## src/sv/murmur64a_key_hash_core_defines.svh

```systemverilog
// assertion macros shared by the murmur64a key hash core
`ifndef MURMUR64A_KEY_HASH_CORE_DEFINES_SVH
`define MURMUR64A_KEY_HASH_CORE_DEFINES_SVH

// same-cycle implication, checked on i_clk, off during reset
`define MH_ASSERT_IMP(lbl, ante, cons, msg) \
    lbl: assert property (@(posedge i_clk) disable iff (!i_rst_n) (ante) |-> (cons)) \
        else $error(msg);

// next-cycle implication, checked on i_clk, off during reset
`define MH_ASSERT_NXT(lbl, ante, cons, msg) \
    lbl: assert property (@(posedge i_clk) disable iff (!i_rst_n) (ante) |=> (cons)) \
        else $error(msg);

`endif

```

## src/sv/mh64_pkg.sv

```systemverilog
// types, constants and microcode program of the murmur64a key hash core
package mh64_pkg;

    // hash constants
    localparam logic [63:0] MUL_K       = 64'hc6a4a7935bd1e995;
    localparam int          SHIFT_R     = 47;
    localparam logic [31:0] MAX_KEY_LEN = 32'd65535;

    // stream word layout
    localparam int WORD_W = 64;
    localparam int NB_W   = 4;
    localparam int LEN_W  = 16;
    localparam int IN_DATA_W = ((WORD_W + NB_W + LEN_W + 7) / 8) * 8;

    // program size
    localparam int          STEP_W    = 5;
    localparam logic [STEP_W-1:0] S_WSEL    = 5'd5;
    localparam logic [STEP_W-1:0] S_TAIL    = 5'd15;
    localparam logic [STEP_W-1:0] S_HMUL    = 5'd16;
    localparam logic [STEP_W-1:0] S_LAST    = 5'd20;
    localparam logic [STEP_W-1:0] LAST_STEP = 5'd24;

    // operand register load select
    typedef enum logic [2:0] {
        A_NONE, A_LEN, A_WORD, A_PXS, A_HXP, A_HXT, A_HXS
    } t_asel;

    // partial product step of the shared multiplier
    typedef enum logic [1:0] {
        MUL_NONE, MUL_LO, MUL_HI1, MUL_HI2
    } t_mul;

    // running hash load select
    typedef enum logic [1:0] {
        H_NONE, H_SEED, H_PROD
    } t_hsel;

    // jump conditions
    typedef enum logic [2:0] {
        C_NONE, C_NOFIRST, C_EMPTY, C_TAIL, C_ALWAYS
    } t_cond;

    // end-of-item conditions
    typedef enum logic [1:0] {
        F_NONE, F_NOTLAST, F_ALWAYS
    } t_fin;

    // one control word
    typedef struct packed {
        t_asel             asel;
        t_mul              mul;
        t_hsel             hsel;
        t_cond             jc;
        logic [STEP_W-1:0] tgt;
        t_fin              fin;
        logic              emit;
    } t_uword;

    // datapath status seen by the sequencer
    typedef struct packed {
        logic first;
        logic last;
        logic empty;
        logic tail;
        logic out_full;
    } t_stat;

    localparam t_uword UW_NOP = '{A_NONE, MUL_NONE, H_NONE, C_NONE, '0, F_NONE, 1'b0};

    // microcode rom
    function automatic t_uword ucode(input logic [STEP_W-1:0] pc);
        t_uword w;
        w = UW_NOP;
        unique case (pc)
            // seed: h = seed ^ (len * M)
            5'd0:  begin w.asel = A_LEN; w.jc = C_NOFIRST; w.tgt = S_WSEL; end
            5'd1:  w.mul = MUL_LO;
            5'd2:  w.mul = MUL_HI1;
            5'd3:  w.mul = MUL_HI2;
            5'd4:  w.hsel = H_SEED;
            // word class
            5'd5:  begin w.jc = C_EMPTY; w.tgt = S_LAST; end
            5'd6:  begin w.asel = A_WORD; w.jc = C_TAIL; w.tgt = S_TAIL; end
            // k *= M
            5'd7:  w.mul = MUL_LO;
            5'd8:  w.mul = MUL_HI1;
            5'd9:  w.mul = MUL_HI2;
            // k ^= k >> r, k *= M
            5'd10: w.asel = A_PXS;
            5'd11: w.mul = MUL_LO;
            5'd12: w.mul = MUL_HI1;
            5'd13: w.mul = MUL_HI2;
            // h ^= k
            5'd14: begin w.asel = A_HXP; w.jc = C_ALWAYS; w.tgt = S_HMUL; end
            // h ^= tail bytes
            5'd15: w.asel = A_HXT;
            // h *= M
            5'd16: w.mul = MUL_LO;
            5'd17: w.mul = MUL_HI1;
            5'd18: w.mul = MUL_HI2;
            5'd19: w.hsel = H_PROD;
            // avalanche
            5'd20: begin w.asel = A_HXS; w.fin = F_NOTLAST; end
            5'd21: w.mul = MUL_LO;
            5'd22: w.mul = MUL_HI1;
            5'd23: w.mul = MUL_HI2;
            5'd24: begin w.emit = 1'b1; w.fin = F_ALWAYS; end
            default: w = UW_NOP;
        endcase
        return w;
    endfunction

    // byte mask of the valid low bytes
    function automatic logic [WORD_W-1:0] byte_mask(input logic [NB_W-1:0] nb);
        logic [WORD_W-1:0] m;
        m = '0;
        for (int i = 0; i < WORD_W / 8; i++) begin
            m[8*i +: 8] = {8{(NB_W'(i) < nb)}};
        end
        return m;
    endfunction

endpackage

```

## src/sv/mh64_useq.sv

```systemverilog
// microcode sequencer: step counter, rom lookup, jumps and item handshake
`include "murmur64a_key_hash_core_defines.svh"

module mh64_useq
    import mh64_pkg::*;
(
    input  logic   i_clk,
    input  logic   i_rst_n,
    input  logic   i_valid,
    output logic   o_ready,
    output logic   o_start,
    input  t_stat  i_stat,
    output t_uword o_ctrl
);

    logic              r_busy, n_busy;
    logic [STEP_W-1:0] r_pc, n_pc;
    t_uword            uw;
    logic              jump;
    logic              done;
    logic              stall;

    assign o_ready = !r_busy;
    assign o_start = i_valid && !r_busy;

    // rom read and condition decode
    always_comb begin
        uw = r_busy ? ucode(r_pc) : UW_NOP;
        unique case (uw.jc)
            C_NOFIRST: jump = !i_stat.first;
            C_EMPTY:   jump = i_stat.empty;
            C_TAIL:    jump = i_stat.tail;
            C_ALWAYS:  jump = 1'b1;
            default:   jump = 1'b0;
        endcase
        unique case (uw.fin)
            F_NOTLAST: done = !i_stat.last;
            F_ALWAYS:  done = 1'b1;
            default:   done = 1'b0;
        endcase
        stall = uw.emit && i_stat.out_full;
    end

    // control word to the datapath, emit held back while output is full
    always_comb begin
        o_ctrl      = uw;
        o_ctrl.emit = uw.emit && !stall;
    end

    // next step
    always_comb begin
        n_busy = r_busy;
        n_pc   = r_pc;
        if (o_start) begin
            n_busy = 1'b1;
            n_pc   = '0;
        end else if (r_busy && !stall) begin
            if (done) begin
                n_busy = 1'b0;
            end else if (jump) begin
                n_pc = uw.tgt;
            end else begin
                n_pc = r_pc + STEP_W'(1);
            end
        end
    end

    always_ff @(posedge i_clk) begin
        if (!i_rst_n) begin
            r_busy <= 1'b0;
            r_pc   <= '0;
        end else begin
            r_busy <= n_busy;
            r_pc   <= n_pc;
        end
    end

    `MH_ASSERT_NXT(a_start_pc, i_rst_n && o_start, r_busy && (r_pc == '0), "start not at step zero")
    `MH_ASSERT_IMP(a_pc_range, r_busy, r_pc <= LAST_STEP, "step counter past program end")
    `MH_ASSERT_NXT(a_stall_hold, i_rst_n && r_busy && stall, r_busy && $stable(r_pc), "stall lost step")
    `MH_ASSERT_IMP(a_emit_step, o_ctrl.emit, r_busy && (r_pc == LAST_STEP), "emit off final step")

endmodule

```

## src/sv/mh64_dpath.sv

```systemverilog
// datapath: word capture, shared 32x32 multiplier, hash and output registers
module mh64_dpath
    import mh64_pkg::*;
(
    input  logic              i_clk,
    input  logic              i_rst_n,
    input  logic              i_start,
    input  logic [WORD_W-1:0] i_word,
    input  logic [NB_W-1:0]   i_nb,
    input  logic              i_first,
    input  logic              i_last,
    input  logic [LEN_W-1:0]  i_len,
    input  logic              i_cfg_we,
    input  logic [WORD_W-1:0] i_cfg_data,
    input  t_uword            i_ctrl,
    output t_stat             o_stat,
    output logic              o_valid,
    input  logic              i_ready,
    output logic [WORD_W-1:0] o_data
);

    logic [WORD_W-1:0] r_word;
    logic [NB_W-1:0]   r_nb;
    logic              r_first;
    logic              r_last;
    logic [LEN_W-1:0]  r_len;
    logic [WORD_W-1:0] r_seed;
    logic [WORD_W-1:0] r_h;
    logic [WORD_W-1:0] r_a;
    logic [WORD_W-1:0] r_p;
    logic              r_ovalid;
    logic [WORD_W-1:0] r_odata;

    logic [31:0]       mx, my;
    logic [63:0]       prod;
    logic [LEN_W-1:0]  len_c;
    logic [NB_W-1:0]   nb_c;

    // input clamps
    assign len_c = ({16'd0, i_len} > MAX_KEY_LEN) ? MAX_KEY_LEN[LEN_W-1:0] : i_len;
    assign nb_c  = (i_nb > NB_W'(8)) ? NB_W'(8) : i_nb;

    // word capture
    always_ff @(posedge i_clk) begin
        if (i_start) begin
            r_word  <= i_word;
            r_nb    <= nb_c;
            r_first <= i_first;
            r_last  <= i_last;
            r_len   <= len_c;
        end
    end

    // seed register
    always_ff @(posedge i_clk) begin
        if (!i_rst_n) begin
            r_seed <= '0;
        end else if (i_cfg_we) begin
            r_seed <= i_cfg_data;
        end
    end

    // shared partial product: lo*lo, lo*k_hi, hi*k_lo
    always_comb begin
        mx   = (i_ctrl.mul == MUL_HI2) ? r_a[63:32] : r_a[31:0];
        my   = (i_ctrl.mul == MUL_HI1) ? MUL_K[63:32] : MUL_K[31:0];
        prod = 64'(mx) * 64'(my);
    end

    // product accumulator
    always_ff @(posedge i_clk) begin
        case (i_ctrl.mul)
            MUL_LO:  r_p <= prod;
            MUL_HI1,
            MUL_HI2: r_p[63:32] <= r_p[63:32] + prod[31:0];
            default: r_p <= r_p;
        endcase
    end

    // multiplier operand
    always_ff @(posedge i_clk) begin
        case (i_ctrl.asel)
            A_LEN:   r_a <= {{(WORD_W-LEN_W){1'b0}}, r_len};
            A_WORD:  r_a <= r_word;
            A_PXS:   r_a <= r_p ^ (r_p >> SHIFT_R);
            A_HXP:   r_a <= r_h ^ r_p;
            A_HXT:   r_a <= r_h ^ (r_word & byte_mask(r_nb));
            A_HXS:   r_a <= r_h ^ (r_h >> SHIFT_R);
            default: r_a <= r_a;
        endcase
    end

    // running hash
    always_ff @(posedge i_clk) begin
        if (!i_rst_n) begin
            r_h <= '0;
        end else begin
            case (i_ctrl.hsel)
                H_SEED:  r_h <= r_seed ^ r_p;
                H_PROD:  r_h <= r_p;
                default: r_h <= r_h;
            endcase
        end
    end

    // output register
    always_ff @(posedge i_clk) begin
        if (!i_rst_n) begin
            r_ovalid <= 1'b0;
        end else if (i_ctrl.emit) begin
            r_ovalid <= 1'b1;
        end else if (i_ready) begin
            r_ovalid <= 1'b0;
        end
    end

    always_ff @(posedge i_clk) begin
        if (i_ctrl.emit) begin
            r_odata <= r_p ^ (r_p >> SHIFT_R);
        end
    end

    // status to the sequencer
    always_comb begin
        o_stat.first    = r_first;
        o_stat.last     = r_last;
        o_stat.empty    = (r_nb == '0);
        o_stat.tail     = (r_nb != '0) && !r_nb[3];
        o_stat.out_full = r_ovalid && !i_ready;
    end

    assign o_valid = r_ovalid;
    assign o_data  = r_odata;

endmodule

```

## src/sv/murmur64a_key_hash_core.sv

```systemverilog
// a new word is accepted only while the sequencer is idle, after the previous word's steps end
// a 64-bit multiply takes three steps of the one shared 32x32 multiplier
// steps: seed at key start, full word scrambled or tail masked then folded, last avalanched
// the next word is taken while a finished hash waits in the output register
// synchronous active-low reset clears seed, running hash, sequencer and output valid
// top level of the murmur64a key hash core
module murmur64a_key_hash_core
    import mh64_pkg::*;
(
    input  logic                 i_clk,
    input  logic                 i_rst_n,
    // key words
    input  logic                 s_axis_tvalid,
    output logic                 s_axis_tready,
    input  logic [IN_DATA_W-1:0] s_axis_tdata,  // key_word, valid_bytes, key_length, zero pad
    input  logic                 s_axis_tuser,  // first_word
    input  logic                 s_axis_tlast,
    // hash results
    output logic                 m_axis_tvalid,
    input  logic                 m_axis_tready,
    output logic [WORD_W-1:0]    m_axis_tdata,  // hash_value
    // seed write
    input  logic                 i_cfg_valid,
    output logic                 o_cfg_ready,
    input  logic [WORD_W-1:0]    i_cfg_data
);

    t_uword ctrl;
    t_stat  stat;
    logic   start;

    assign o_cfg_ready = 1'b1;

    // sequencer
    mh64_useq u_useq (
        .i_clk   (i_clk),
        .i_rst_n (i_rst_n),
        .i_valid (s_axis_tvalid),
        .o_ready (s_axis_tready),
        .o_start (start),
        .i_stat  (stat),
        .o_ctrl  (ctrl)
    );

    // datapath
    mh64_dpath u_dpath (
        .i_clk      (i_clk),
        .i_rst_n    (i_rst_n),
        .i_start    (start),
        .i_word     (s_axis_tdata[WORD_W-1:0]),
        .i_nb       (s_axis_tdata[WORD_W +: NB_W]),
        .i_first    (s_axis_tuser),
        .i_last     (s_axis_tlast),
        .i_len      (s_axis_tdata[WORD_W+NB_W +: LEN_W]),
        .i_cfg_we   (i_cfg_valid),
        .i_cfg_data (i_cfg_data),
        .i_ctrl     (ctrl),
        .o_stat     (stat),
        .o_valid    (m_axis_tvalid),
        .i_ready    (m_axis_tready),
        .o_data     (m_axis_tdata)
    );

endmodule

```

## config.mk

```make
export PLATFORM = sky130hd
export DESIGN_NAME = murmur64a_key_hash_core
export DESIGN_NICKNAME = d
export VERILOG_FILES = /design/src/sv/mh64_pkg.sv /design/src/sv/mh64_useq.sv /design/src/sv/mh64_dpath.sv /design/src/sv/murmur64a_key_hash_core.sv
export VERILOG_INCLUDE_DIRS = /design/src /design/src/sv
export SDC_FILE = /design/constraint.sdc
export NUM_CORES = 2
export LEC_CHECK = 0
export BUFFER_PORTS_ARGS = -buffer_cell sky130_fd_sc_hd__buf_2
export CORE_MARGIN = 1.5
export CORE_UTILIZATION = 45
export DETAILED_ROUTE_END_ITERATION = 10
export PLACE_DENSITY = 0.73
export SYNTH_ARGS = -nofsm -noshare
export SYNTH_HDL_FRONTEND = slang
export SYNTH_HIERARCHICAL = 1
export SYNTH_SLANG_ARGS = --single-unit
export TNS_END_PERCENT = 1
```

## constraint.sdc

```tcl
create_clock -name i_clk -period 14.4 [get_ports i_clk]
set_input_delay 0.72 -clock i_clk [delete_from_list [all_inputs] [get_ports i_clk]]
set_output_delay 0.72 -clock i_clk [all_outputs]
set_load 0.05 [all_outputs]
```

==> results.md <==
- CTS buffer count: a little over 40
- H-tree depth: 2
- Via count: ~33000
- Max cap viols: 0
- Antenna-violating nets left: 0
- Vias in the first global route: 33970
- Layout Skew: between 10 and 15 ps
- Die W: 320.0 um
- Status: finished, final reports clean
- Area Overhead vs Synth: 8.341%
- Site Rows: around 120
- Worst path arrival time: 12810 ps
- Root Buffer: clkbuf_16
- Final hold viol count: 0
- CP max stage cell: nor2_4
- Die area: approximately 100000 um2
- Yosys Warn Count: 6
- First-pass GRT wire length: approximately 210000 um
- Vias per cell: roughly 5.6
- Most used cell, CP: fa_1
- Detailed Route Iter0 Violations: ~3400
- Initial core utilization: 45.29%
- Hold path start: s_axis_tdata[71]
- Cts repair resizes: 0
- CP endpoint kind: flip-flop
- R2r startpoint: u_useq/r_pc[0]$_SDFFE_PP0P_
- GRT Overall Usage: about 28%
- # port buffers: 220
- Antenna violations before repair: 2
- Core Box Area: ~100000 um2
- Post-Syn Instances: between 4000 and 5000
- Mean post-synth cell area: between 10 and 15 um2
- Synthesized area: about 45000 um2
- Setup bufs post-CTS: 0
- Hold Crit Depth: 1
- Most frequent cells in the layout: inv_1 (807), fa_1 (609), ha_1 (445)
- HPWL Detailed: between 100000 and 150000 um
- RSZ-0062 raised after global routing: false
- Hold endpoint: u_dpath/r_len[3]$_DFFE_PP_
- Worst R2R Path Depth: 40
- Reg2reg setup slack: between 1500 and 2000 ps
- Worst slew pin tran: roughly 1200 ps
- Drt wl/cell: ~24 um
- Skew-Pair Late Insertion Delay: a little under 600 ps
- Finish-stage setup viols: 0
- Fmax: between 0.07 and 0.08 GHz
- CTS Buffer Depth: 3
- Drt drc: 0
- Die height: 320.0 um
- Worst-path clk slew: roughly 70 ps
- CP startpoint kind: flip-flop
- Worst Hold Class: in -> reg
- CP required: 14710 ps
- Fin Setup TNS: 0 ps
- DR pass1 iterations: 9
- Global route total overflow: 0
- Final period util: approximately 87%
- Worst stage delay on the critical path: 640 ps
- Max-slew violation count: 0
- Layout cell share with drive strength beyond 1: 8.923%
- Final Core Density: 49.07%
- Relative slew slack: 18.28%
- Minimum clock period: 12500 ps
- Ports: roughly 230
- Largest net degree at the start of global routing: roughly 130
- Hold_buf cts: 0
- Placer Congestion: ~1.0
- Commonest non-fill, non-tap cell in the layout: inv_1
- CTS tree: yes
- Total Wirelength: around 140000 um
- Reg2Reg Capture Point: u_dpath/r_p[63]$_DFFE_PP_
- Crit Path Max Fanout: 49
- Final nets: 5777
- Critical path class: reg -> reg
- # clock sinks: between 400 and 500
-- layer usage --
layer | up-vias | share of wire (%) | global-route usage, %
met1 | 16410 | 42 | 38.32
met4 | 0 | 4.3 | 10.47
met2 | 1521 | 46 | 45.18
li1 | 14710 | - | -
met5 | - | 0 | 0
met3 | 261 | 8.2 | 4.502
-- how the worst max path moves through the flow --
| stage | from | to |
|---|---|---|
| 2_1_floorplan | u_useq/r_pc[0]$_SDFFE_PP0P_ | u_dpath/r_p[62]$_DFFE_PP_ |
| 3_3_place_gp | u_useq/r_pc[0]$_SDFFE_PP0P_ | u_dpath/r_p[63]$_DFFE_PP_ |
| 3_5_place_dp | u_useq/r_pc[0]$_SDFFE_PP0P_ | u_dpath/r_p[63]$_DFFE_PP_ |
| 4_1_cts | u_useq/r_pc[0]$_SDFFE_PP0P_ | u_dpath/r_p[63]$_DFFE_PP_ |
| 5_1_grt | u_useq/r_pc[0]$_SDFFE_PP0P_ | u_dpath/r_p[63]$_DFFE_PP_ |
| 6_report | u_useq/r_pc[0]$_SDFFE_PP0P_ | u_dpath/r_p[63]$_DFFE_PP_ |
-- cell type report --
cell class	count	area, um2
fill	9158	50860
multi-input combinational	3046	30530
sequential	413	11050
inverter	809	3039
tap	1298	1624
timing repair buffer	252	1346
clock buffer	52	1214
clock inverter	23	190.2
antenna	2	5.005
-- critical path, delay by kind of cell, from the launching register on --
| family | cells | cell delay (ps) |
|---|---|---|
| fa+ha+maj | 11 | 5230 |
| xor+xnor | 2 | 490 |
| compound gates | 12 | 2500 |
| mux | 1 | 110 |
| simple gates | 4 | 1440 |
| flops | 1 | 370 |
| buf+inv | 10 | 2040 |
-- through the flow --
step / setup WS (ps) / cell area (um2) / instances / hold WS [ps]
6_report: 1897 / 49000 / 5895 / 316.9
5_1_grt: 1351 / 48990 / 5893 / 311.3
4_1_cts: 2075 / 48990 / 5893 / 299.1
3_5_place_dp: 2149 / 47590 / 5818 / 494.3
3_3_place_gp: 2492 / 47590 / 5818 / 487.1
2_1_floorplan: 4147 / 45240 / 4441 / 474.2
-- flip-flops by register name (all words and copies together), names as in the netlist --
signal	flops
u_dpath/o_data	64
u_dpath/o_valid	1
u_dpath/r_a	64
u_dpath/r_first	1
u_dpath/r_h	64
u_dpath/r_last	1
u_dpath/r_len	16
u_dpath/r_nb	4
u_dpath/r_p	64
u_dpath/r_seed	64
u_dpath/r_word	64
u_useq/r_busy	1
u_useq/r_pc	5
Power is not shown: default switching activity piles up to over one toggle a cycle in this logic, so the estimate is an artifact.
